--- src/design/ocv_pkg.sv ---
// Package for the open-circuit-voltage to state-of-charge interpolator.
// Holds the fixed voltage/percent point table, widths and shared types.
// No dependencies.
`default_nettype none

package ocv_pkg;

  localparam int ROM_POINTS = 101;
  localparam int ROM_IW     = 7;
  localparam int MV_W       = 16;
  localparam int PCT_W      = 8;
  localparam int OUT_W      = 14;
  localparam int BASE_W     = 15;
  localparam int QUO_W      = 15;
  localparam int NUM_W      = 31;

  typedef logic [ROM_IW-1:0] rom_idx_t;

  // Sideband carried alongside the divider.
  typedef struct packed {
    logic [BASE_W-1:0] base;
    logic              use_q;
  } side_t;

  localparam logic [MV_W-1:0] ROM_MV [ROM_POINTS] = '{
    16'd3000, 16'd3150, 16'd3205, 16'd3245, 16'd3275,
    16'd3300, 16'd3324, 16'd3348, 16'd3372, 16'd3396,
    16'd3420, 16'd3434, 16'd3448, 16'd3462, 16'd3476,
    16'd3490, 16'd3502, 16'd3514, 16'd3526, 16'd3538,
    16'd3550, 16'd3558, 16'd3566, 16'd3574, 16'd3582,
    16'd3590, 16'd3598, 16'd3606, 16'd3614, 16'd3622,
    16'd3630, 16'd3636, 16'd3642, 16'd3648, 16'd3654,
    16'd3660, 16'd3666, 16'd3672, 16'd3678, 16'd3684,
    16'd3690, 16'd3696, 16'd3702, 16'd3708, 16'd3714,
    16'd3720, 16'd3726, 16'd3732, 16'd3738, 16'd3744,
    16'd3750, 16'd3756, 16'd3762, 16'd3768, 16'd3774,
    16'd3780, 16'd3786, 16'd3792, 16'd3798, 16'd3804,
    16'd3810, 16'd3816, 16'd3822, 16'd3828, 16'd3834,
    16'd3840, 16'd3848, 16'd3856, 16'd3864, 16'd3872,
    16'd3880, 16'd3888, 16'd3896, 16'd3904, 16'd3912,
    16'd3920, 16'd3926, 16'd3932, 16'd3938, 16'd3944,
    16'd3950, 16'd3958, 16'd3966, 16'd3974, 16'd3982,
    16'd3990, 16'd4002, 16'd4014, 16'd4026, 16'd4038,
    16'd4050, 16'd4064, 16'd4078, 16'd4092, 16'd4106,
    16'd4120, 16'd4136, 16'd4152, 16'd4168, 16'd4184,
    16'd4200
  };

  localparam logic [PCT_W-1:0] ROM_PCT [ROM_POINTS] = '{
    8'd0,  8'd1,  8'd2,  8'd3,  8'd4,  8'd5,  8'd6,  8'd7,  8'd8,  8'd9,
    8'd10, 8'd11, 8'd12, 8'd13, 8'd14, 8'd15, 8'd16, 8'd17, 8'd18, 8'd19,
    8'd20, 8'd21, 8'd22, 8'd23, 8'd24, 8'd25, 8'd26, 8'd27, 8'd28, 8'd29,
    8'd30, 8'd31, 8'd32, 8'd33, 8'd34, 8'd35, 8'd36, 8'd37, 8'd38, 8'd39,
    8'd40, 8'd41, 8'd42, 8'd43, 8'd44, 8'd45, 8'd46, 8'd47, 8'd48, 8'd49,
    8'd50, 8'd51, 8'd52, 8'd53, 8'd54, 8'd55, 8'd56, 8'd57, 8'd58, 8'd59,
    8'd60, 8'd61, 8'd62, 8'd63, 8'd64, 8'd65, 8'd66, 8'd67, 8'd68, 8'd69,
    8'd70, 8'd71, 8'd72, 8'd73, 8'd74, 8'd75, 8'd76, 8'd77, 8'd78, 8'd79,
    8'd80, 8'd81, 8'd82, 8'd83, 8'd84, 8'd85, 8'd86, 8'd87, 8'd88, 8'd89,
    8'd90, 8'd91, 8'd92, 8'd93, 8'd94, 8'd95, 8'd96, 8'd97, 8'd98, 8'd99,
    8'd100
  };

endpackage

`default_nettype wire

--- src/design/ocv_search.sv ---
// Pipelined binary search over the point table, one count bit per stage.
// Depends on ocv_pkg.
`default_nettype none

module ocv_search #(
  parameter int NU = 101,
  parameter int LW = 7
) (
  input  wire logic                        clk_i,
  input  wire logic                        rst_ni,
  input  wire logic                        en_i,
  input  wire logic                        vld_i,
  input  wire logic [ocv_pkg::MV_W-1:0]    v_i,
  output logic                             vld_o,
  output logic [ocv_pkg::MV_W-1:0]         v_o,
  output logic [LW-1:0]                    cnt_o
);

  logic                     vld_q [LW];
  logic [ocv_pkg::MV_W-1:0] v_q   [LW];
  logic [LW-1:0]            cnt_q [LW];
  logic                     vld_d [LW];
  logic [ocv_pkg::MV_W-1:0] v_d   [LW];
  logic [LW-1:0]            cnt_d [LW];

  // The count is the number of points below the voltage.
  always_comb begin
    logic [LW-1:0]            cnt_in;
    logic [ocv_pkg::MV_W-1:0] v_in;
    logic                     vld_in;
    logic [LW-1:0]            cand;
    logic [LW-1:0]            idx;
    for (int s = 0; s < LW; s++) begin
      if (s == 0) begin
        cnt_in = '0;
        v_in   = v_i;
        vld_in = vld_i;
      end else begin
        cnt_in = cnt_q[s-1];
        v_in   = v_q[s-1];
        vld_in = vld_q[s-1];
      end
      cand = cnt_in | (LW'(1) << (LW - 1 - s));
      idx  = (cand <= LW'(NU)) ? cand - LW'(1) : '0;
      if ((cand <= LW'(NU)) && (ocv_pkg::ROM_MV[ocv_pkg::rom_idx_t'(idx)] < v_in)) begin
        cnt_d[s] = cand;
      end else begin
        cnt_d[s] = cnt_in;
      end
      v_d[s]   = v_in;
      vld_d[s] = vld_in;
    end
  end

  always_ff @(posedge clk_i or negedge rst_ni) begin
    if (!rst_ni) begin
      for (int s = 0; s < LW; s++) vld_q[s] <= 1'b0;
    end else if (en_i) begin
      for (int s = 0; s < LW; s++) vld_q[s] <= vld_d[s];
    end
  end

  always_ff @(posedge clk_i) begin
    if (en_i) begin
      for (int s = 0; s < LW; s++) begin
        v_q[s]   <= v_d[s];
        cnt_q[s] <= cnt_d[s];
      end
    end
  end

  assign vld_o = vld_q[LW-1];
  assign v_o   = v_q[LW-1];
  assign cnt_o = cnt_q[LW-1];

endmodule

`default_nettype wire

--- src/design/ocv_div.sv ---
// Pipelined restoring divider, one quotient bit per stage.
// Depends on ocv_pkg.
`default_nettype none

module ocv_div (
  input  wire logic                         clk_i,
  input  wire logic                         rst_ni,
  input  wire logic                         en_i,
  input  wire logic                         vld_i,
  input  wire logic [ocv_pkg::NUM_W-1:0]    num_i,
  input  wire logic [ocv_pkg::MV_W-1:0]     den_i,
  input  wire ocv_pkg::side_t               side_i,
  output logic                              vld_o,
  output logic [ocv_pkg::QUO_W-1:0]         quo_o,
  output ocv_pkg::side_t                    side_o
);

  localparam int DS = ocv_pkg::QUO_W;
  localparam int DW = ocv_pkg::MV_W;

  logic                         vld_q  [DS];
  logic [DW-1:0]                rem_q  [DS];
  logic [ocv_pkg::NUM_W-1:0]    num_q  [DS];
  logic [DW-1:0]                den_q  [DS];
  logic [ocv_pkg::QUO_W-1:0]    quo_q  [DS];
  ocv_pkg::side_t               side_q [DS];

  logic                         vld_d  [DS];
  logic [DW-1:0]                rem_d  [DS];
  logic [ocv_pkg::NUM_W-1:0]    num_d  [DS];
  logic [DW-1:0]                den_d  [DS];
  logic [ocv_pkg::QUO_W-1:0]    quo_d  [DS];
  ocv_pkg::side_t               side_d [DS];

  // The quotient fits QUO_W bits, so the upper numerator bits are already
  // below the divisor and seed the remainder directly.
  always_comb begin
    logic [DW-1:0]             rem_in;
    logic [ocv_pkg::NUM_W-1:0] num_in;
    logic [DW-1:0]             den_in;
    logic [ocv_pkg::QUO_W-1:0] quo_in;
    logic [DW:0]               trial;
    logic                      ge;
    for (int k = 0; k < DS; k++) begin
      if (k == 0) begin
        rem_in    = num_i[ocv_pkg::NUM_W-1:ocv_pkg::QUO_W];
        num_in    = num_i;
        den_in    = den_i;
        quo_in    = '0;
        vld_d[k]  = vld_i;
        side_d[k] = side_i;
      end else begin
        rem_in    = rem_q[k-1];
        num_in    = num_q[k-1];
        den_in    = den_q[k-1];
        quo_in    = quo_q[k-1];
        vld_d[k]  = vld_q[k-1];
        side_d[k] = side_q[k-1];
      end
      trial    = {rem_in, num_in[DS-1-k]};
      ge       = (trial >= {1'b0, den_in});
      rem_d[k] = ge ? DW'(trial - {1'b0, den_in}) : trial[DW-1:0];
      quo_d[k] = {quo_in[ocv_pkg::QUO_W-2:0], ge};
      num_d[k] = num_in;
      den_d[k] = den_in;
    end
  end

  always_ff @(posedge clk_i or negedge rst_ni) begin
    if (!rst_ni) begin
      for (int k = 0; k < DS; k++) vld_q[k] <= 1'b0;
    end else if (en_i) begin
      for (int k = 0; k < DS; k++) vld_q[k] <= vld_d[k];
    end
  end

  always_ff @(posedge clk_i) begin
    if (en_i) begin
      for (int k = 0; k < DS; k++) begin
        rem_q[k]  <= rem_d[k];
        num_q[k]  <= num_d[k];
        den_q[k]  <= den_d[k];
        quo_q[k]  <= quo_d[k];
        side_q[k] <= side_d[k];
      end
    end
  end

  assign vld_o  = vld_q[DS-1];
  assign quo_o  = quo_q[DS-1];
  assign side_o = side_q[DS-1];

endmodule

`default_nettype wire

--- src/design/ocv_soc_interpolator.sv ---
// Stages in order: search, fetch, multiply, divider and output register.
// One word per cycle unless the output stalls: search, multiply and divider are staged.
// The whole pipe advances when the output register is empty or being taken.
// Reset (rst_ni, asynchronous, active low) clears all valid bits; data holds.
// Depends on ocv_pkg, ocv_search and ocv_div.
`default_nettype none

module ocv_soc_interpolator #(
  parameter int TABLE_POINTS = 101
) (
  input  wire logic                          clk_i,
  input  wire logic                          rst_ni,
  input  wire logic                          in_valid_i,
  output logic                               in_ready_o,
  input  wire logic [15:0]                   cell_voltage_mv_i,
  output logic                               out_valid_o,
  input  wire logic                          out_ready_i,
  output logic [13:0]                        charge_hundredths_o
);

  // Points in use: clamped to the table size and to a minimum of two.
  localparam int NU = (TABLE_POINTS > ocv_pkg::ROM_POINTS) ? ocv_pkg::ROM_POINTS :
                      (TABLE_POINTS < 2) ? 2 : TABLE_POINTS;
  localparam int LW = $clog2(NU + 1);

  // A single enable stalls every stage together, so nothing is lost or repeated.
  logic en;
  logic out_vld_q;
  logic [ocv_pkg::OUT_W-1:0] out_q;

  assign en         = !out_vld_q || out_ready_i;
  assign in_ready_o = en;

  // Search stages: count of table points strictly below the voltage.
  logic                     s_vld;
  logic [ocv_pkg::MV_W-1:0] s_v;
  logic [LW-1:0]            s_cnt;

  ocv_search #(.NU(NU), .LW(LW)) u_search (
    .clk_i  (clk_i),
    .rst_ni (rst_ni),
    .en_i   (en),
    .vld_i  (in_valid_i),
    .v_i    (cell_voltage_mv_i),
    .vld_o  (s_vld),
    .v_o    (s_v),
    .cnt_o  (s_cnt)
  );

  // Fetch stage. A count of zero means at or below the first point, a count
  // of NU means above the last point; both take a flat percent. Otherwise the
  // segment runs from point cnt-1 to point cnt.
  logic                        below;
  logic                        above;
  ocv_pkg::rom_idx_t           lidx;
  ocv_pkg::rom_idx_t           ridx;
  logic [ocv_pkg::MV_W-1:0]    lmv;
  logic [ocv_pkg::MV_W-1:0]    rmv;
  logic [ocv_pkg::PCT_W-1:0]   lpct;
  logic [ocv_pkg::PCT_W-1:0]   rpct;

  assign below = (s_cnt == '0);
  assign above = (s_cnt == LW'(NU));

  always_comb begin
    if (below) begin
      lidx = '0;
    end else if (above) begin
      lidx = ocv_pkg::rom_idx_t'(NU - 1);
    end else begin
      lidx = ocv_pkg::rom_idx_t'(s_cnt - LW'(1));
    end
    ridx = (below || above) ? '0 : ocv_pkg::rom_idx_t'(s_cnt);
  end

  assign lmv  = ocv_pkg::ROM_MV[lidx];
  assign rmv  = ocv_pkg::ROM_MV[ridx];
  assign lpct = ocv_pkg::ROM_PCT[lidx];
  assign rpct = ocv_pkg::ROM_PCT[ridx];

  logic                         f_vld_q;
  logic [ocv_pkg::BASE_W-1:0]   f_base_q;
  logic [ocv_pkg::MV_W-1:0]     f_off_q;
  logic [ocv_pkg::MV_W-1:0]     f_dv_q;
  logic [ocv_pkg::PCT_W-1:0]    f_dp_q;
  logic                         f_useq_q;

  always_ff @(posedge clk_i or negedge rst_ni) begin
    if (!rst_ni) begin
      f_vld_q <= 1'b0;
    end else if (en) begin
      f_vld_q <= s_vld;
    end
  end

  // A zero-width segment falls back to the left percent.
  always_ff @(posedge clk_i) begin
    if (en) begin
      f_base_q <= ocv_pkg::BASE_W'(ocv_pkg::BASE_W'(lpct) * ocv_pkg::BASE_W'(100));
      f_off_q  <= s_v - lmv;
      f_dv_q   <= rmv - lmv;
      f_dp_q   <= rpct - lpct;
      f_useq_q <= !below && !above && (rmv != lmv);
    end
  end

  // Multiply stage: numerator = offset * percent step * 100.
  logic                         m_vld_q;
  logic [ocv_pkg::NUM_W-1:0]    m_num_q;
  logic [ocv_pkg::MV_W-1:0]     m_dv_q;
  ocv_pkg::side_t               m_side_q;
  logic [ocv_pkg::BASE_W-1:0]   dp100;

  assign dp100 = ocv_pkg::BASE_W'(ocv_pkg::BASE_W'(f_dp_q) * ocv_pkg::BASE_W'(100));

  always_ff @(posedge clk_i or negedge rst_ni) begin
    if (!rst_ni) begin
      m_vld_q <= 1'b0;
    end else if (en) begin
      m_vld_q <= f_vld_q;
    end
  end

  always_ff @(posedge clk_i) begin
    if (en) begin
      m_num_q        <= ocv_pkg::NUM_W'(f_off_q) * ocv_pkg::NUM_W'(dp100);
      m_dv_q         <= f_dv_q;
      m_side_q.base  <= f_base_q;
      m_side_q.use_q <= f_useq_q;
    end
  end

  // Divider: the offset never exceeds the segment width, so the quotient is
  // at most the percent step times 100 and fits the divider's width.
  logic                         d_vld;
  logic [ocv_pkg::QUO_W-1:0]    d_quo;
  ocv_pkg::side_t               d_side;

  ocv_div u_div (
    .clk_i  (clk_i),
    .rst_ni (rst_ni),
    .en_i   (en),
    .vld_i  (m_vld_q),
    .num_i  (m_num_q),
    .den_i  (m_dv_q),
    .side_i (m_side_q),
    .vld_o  (d_vld),
    .quo_o  (d_quo),
    .side_o (d_side)
  );

  // Output register: base plus the interpolated part, kept to 14 bits.
  logic [ocv_pkg::BASE_W-1:0] sum;

  assign sum = d_side.base + (d_side.use_q ? d_quo : '0);

  always_ff @(posedge clk_i or negedge rst_ni) begin
    if (!rst_ni) begin
      out_vld_q <= 1'b0;
    end else if (en) begin
      out_vld_q <= d_vld;
    end
  end

  always_ff @(posedge clk_i) begin
    if (en) begin
      out_q <= sum[ocv_pkg::OUT_W-1:0];
    end
  end

  assign out_valid_o         = out_vld_q;
  assign charge_hundredths_o = out_q;

endmodule

`default_nettype wire

--- config.mk ---
export PLATFORM = sky130hd
export DESIGN_NAME = ocv_soc_interpolator
export DESIGN_NICKNAME = d
export VERILOG_FILES = /design/src/design/ocv_pkg.sv /design/src/design/ocv_search.sv /design/src/design/ocv_div.sv /design/src/design/ocv_soc_interpolator.sv
export SDC_FILE = /design/constraint.sdc
export NUM_CORES = 2
export LEC_CHECK = 0
export BUFFER_PORTS_ARGS = -buffer_cell sky130_fd_sc_hd__buf_2
export CORE_UTILIZATION = 50
export DETAILED_ROUTE_END_ITERATION = 16
export PLACE_DENSITY = 0.7
export SYNTH_ARGS = -nofsm -noshare
export SYNTH_HDL_FRONTEND = slang
export SYNTH_SLANG_ARGS = --single-unit
--- constraint.sdc ---
create_clock -name clk_i -period 106.9 [get_ports clk_i]
set_clock_uncertainty 0.2 [all_clocks]
set_input_delay 10.69 -clock clk_i [delete_from_list [all_inputs] [get_ports clk_i]]
set_output_delay 10.69 -clock clk_i [all_outputs]
set_load 0.01 [all_outputs]
==> key figures <==
Outcome
  • Outcome: completed

Synthesis
  • Distinct cells, synth: 80
  • Yosys reg bits: 1116
  • Dominant synthesized flop cell: edfxtp_1
  • Syn Area/Cell: 12.21 µm²
  • Syn. warnings: 0
  • Cells after synthesis: 5044
  • Post-synth EDFFs: 1091
  • Ys async rst share: 2.240%
  • Syn Std Cell Area: 61600 µm²
  • Post-synthesis sequential area ratio: 54.20%

Floorplan
  • Row count: 128
  • Io pins: 36
  • Die W: 353.0 µm
  • Die footprint: 124600 µm²
  • Die Span Y: 353.0 µm
  • Core Region: 122000 µm²
  • Initial Util: 50.48%

Clock tree
  • Worst-Skew Late Latency: 0.75 ns
  • Post-CTS resize count: 0
  • Hold-fix buffers at CTS: 0
  • Root buf cell: clkbuf_16
  • Clock buffer depth: 3
  • Register clock-pin slew on the reported worst setup and hold paths: 0.06 ns
  • CTS Sinks: 1116
  • Number of setup buffers added after CTS: 0
  • CTS tree: done
  • CTS Buf Count: 114
  • Number of H-tree levels: 3

Finish
  • Share of cells above drive strength 1: 8.002%
  • Multi-input logic area: 25350 µm²
  • Net count, final: 5808
  • Antenna diodes: 0
  • Most frequent cells in the layout: edfxtp_1 (1091), inv_1 (635), ha_1 (510)
  • Layout filler cell count: 10010
  • Area grow syn2layout: 9.485%
  • Commonest non-fill, non-tap cell in the layout: edfxtp_1
  • FF/Latch Area: 33390 µm²

Timing
  • RSZ-0062 raised after global routing: false
  • Maximum clock frequency: 0.04498 GHz
  • Rel. slew slack: 23.33%
  • Final Critical Period: 22.23 ns
  • Slew @ Worst Pin: 1.146 ns
  • Setup violations, final: 0
  • Post-route clock period utilization: 20.80%
  • Fin. max-slew vios: 0
  • Post-Route Setup TNS: 0 ns
  • Final Hold Viols: 0

GRT
  • First-pass GRT wire length: 188000 µm
  • GR Overflow Total: 0
  • Gr usage total: 18.66%
  • Largest net degree at the start of global routing: 176
  • Number of global-route vias before repair: 37140
  • Initial antenna violation count: 1

Critical path
  • R2R cell count: 32
  • Reg2reg setup slack: 96.96 ns
  • R2R Path Start: f_dp_q[2]
  • Critical Path Fanout Max: 4
  • Critical path origin: out_ready_i
  • Reg-to-reg endpoint: m_num_q[28]
  • Crit start category: input pin
  • Worst Path Arrival: 11.34 ns
  • Setup CP Type: input pin to output port
  • Worst Setup End Kind: output port
  • CP endpoint: in_ready_o
  • Required @ worst endpoint: 96.01 ns

Routing
  • DR iter-0 viols: 2747
  • Wirelength per Cell: 16.95 µm
  • Drt total wl: 115700 µm
  • Residual DRC count: 0
  • Vias: 37100
  • Pre-antenna DRT Iters: 5
  • Vias per inst: 5.437
  • ANT nets after route: 0

Placement
  • Placed wire-length estimate: 83920 µm
  • IO Port Bufs: 35
  • Final GP Congestion: 0.8961

Min path
  • Min-Delay Path Class: register to register

Run
  • Max-cap violations: 0
worst max-delay path, stage by stage:
cell and delay, ns:
buf_2 0.10, nand2b_4 0.27, buf_2 0.23
per-layer routing:
metal | up-vias | track usage (%) | routed length, µm
met5 | - | 0 | 0
met4 | 0 | 7.325 | 4267
met3 | 242 | 2.615 | 4746
met2 | 815 | 32.76 | 57540
met1 | 17910 | 23.24 | 49110
li1 | 18130 | - | -
worst min-delay path by stage:
stage                        from                  end  slack (ns)  cells past startpoint
4_1_cts        u_div.num_q[0][98]  u_div.num_q[0][129]        0.14                      0
3_3_place_gp   u_div.num_q[0][72]  u_div.num_q[0][103]        0.20                      0
3_5_place_dp             f_useq_q          m_side_q[0]        0.20                      0
5_1_grt        u_div.num_q[0][98]  u_div.num_q[0][129]        0.14                      0
6_report       u_div.num_q[0][98]  u_div.num_q[0][129]        0.15                      0
2_1_floorplan           f_dv_q[0]            m_dv_q[0]        0.20                      0
metrics by stage:
step / utilization [%] / setup WS, ns / instances / area (µm²) / hold WS (ns)
after detailed placement: 52.08 / 84.64 / 6610 / 63560 / 0.2045
after CTS: 55.27 / 84.64 / 6824 / 67450 / 0.1425
after global routing: 55.27 / 84.65 / 6824 / 67450 / 0.1414
final: 55.27 / 84.67 / 6824 / 67450 / 0.1486
after global placement: 52.08 / 84.64 / 6610 / 63560 / 0.2002
after floorplan: - / 55.35 / 5045 / 61610 / 0.2003
layout make-up:
type	count	area share (%)
clock buffers	132	4.330
inverters	638	3.551
clock inverters	82	1.432
flip-flops and latches	1116	49.50
multi-input cells	3169	37.59
well taps	1625	3.015
repair buffers	62	0.5788
cells by family after synthesis:
kind of cell | after synthesis | synth area share [%]
AOI/OAI and AO/OA | 950 | 9.782
xor gates and xnor gates | 254 | 3.611
adders and majority gates | 687 | 16.11
buffers and inverters | 760 | 4.700
DFF | 1116 | 54.20
muxes | 164 | 2.988
other | 1 | 0.006087
and+or+nand+nor | 1112 | 8.606
state kept, by name (all words and copies together) (netlist names):
register and cells:
f_off_q 16, f_base_q 12, u_div.den_q 224, u_div.vld_o 1
m_num_q 29, u_search.v_q 112, charge_hundredths_o 14, u_div.side_q 195
u_search.vld_d 6, f_dv_q 16, f_vld_q 1, u_div.num_q 78
u_search.cnt_q 28, u_div.vld_d 14, u_search.vld_o 1, m_dv_q 16
m_side_q 13, u_div.quo_q 105, m_vld_q 1, out_valid_o 1
f_useq_q 1, f_dp_q 8, u_div.rem_q 224
Yosys cell counts, types with 25 or more instances:
master / number / area, µm²
mux2_2: 139 / 1565
fa_1: 177 / 3543
nor3_1: 81 / 405.4
nor2b_1: 62 / 387.9
a21o_1: 90 / 675.7
nor2_1: 275 / 1032
o21a_1: 63 / 473.0
edfxtp_1: 1091 / 32760
and2_1: 93 / 581.8
xnor2_1: 157 / 1375
nand3_1: 66 / 330.3
clkbuf_1: 94 / 352.8
dfrtp_1: 25 / 625.6
nand2_1: 332 / 1246
inv_1: 635 / 2384
ha_1: 510 / 6381
a21oi_1: 289 / 1446
o21ai_0: 220 / 1101
nand2b_1: 62 / 387.9
nand4_1: 44 / 275.3
a211oi_1: 32 / 240.2
and3_1: 34 / 212.7
xor2_1: 97 / 849.6
Power is not shown: default switching activity piles up to over one toggle a cycle in this logic, so the estimate is an artifact.
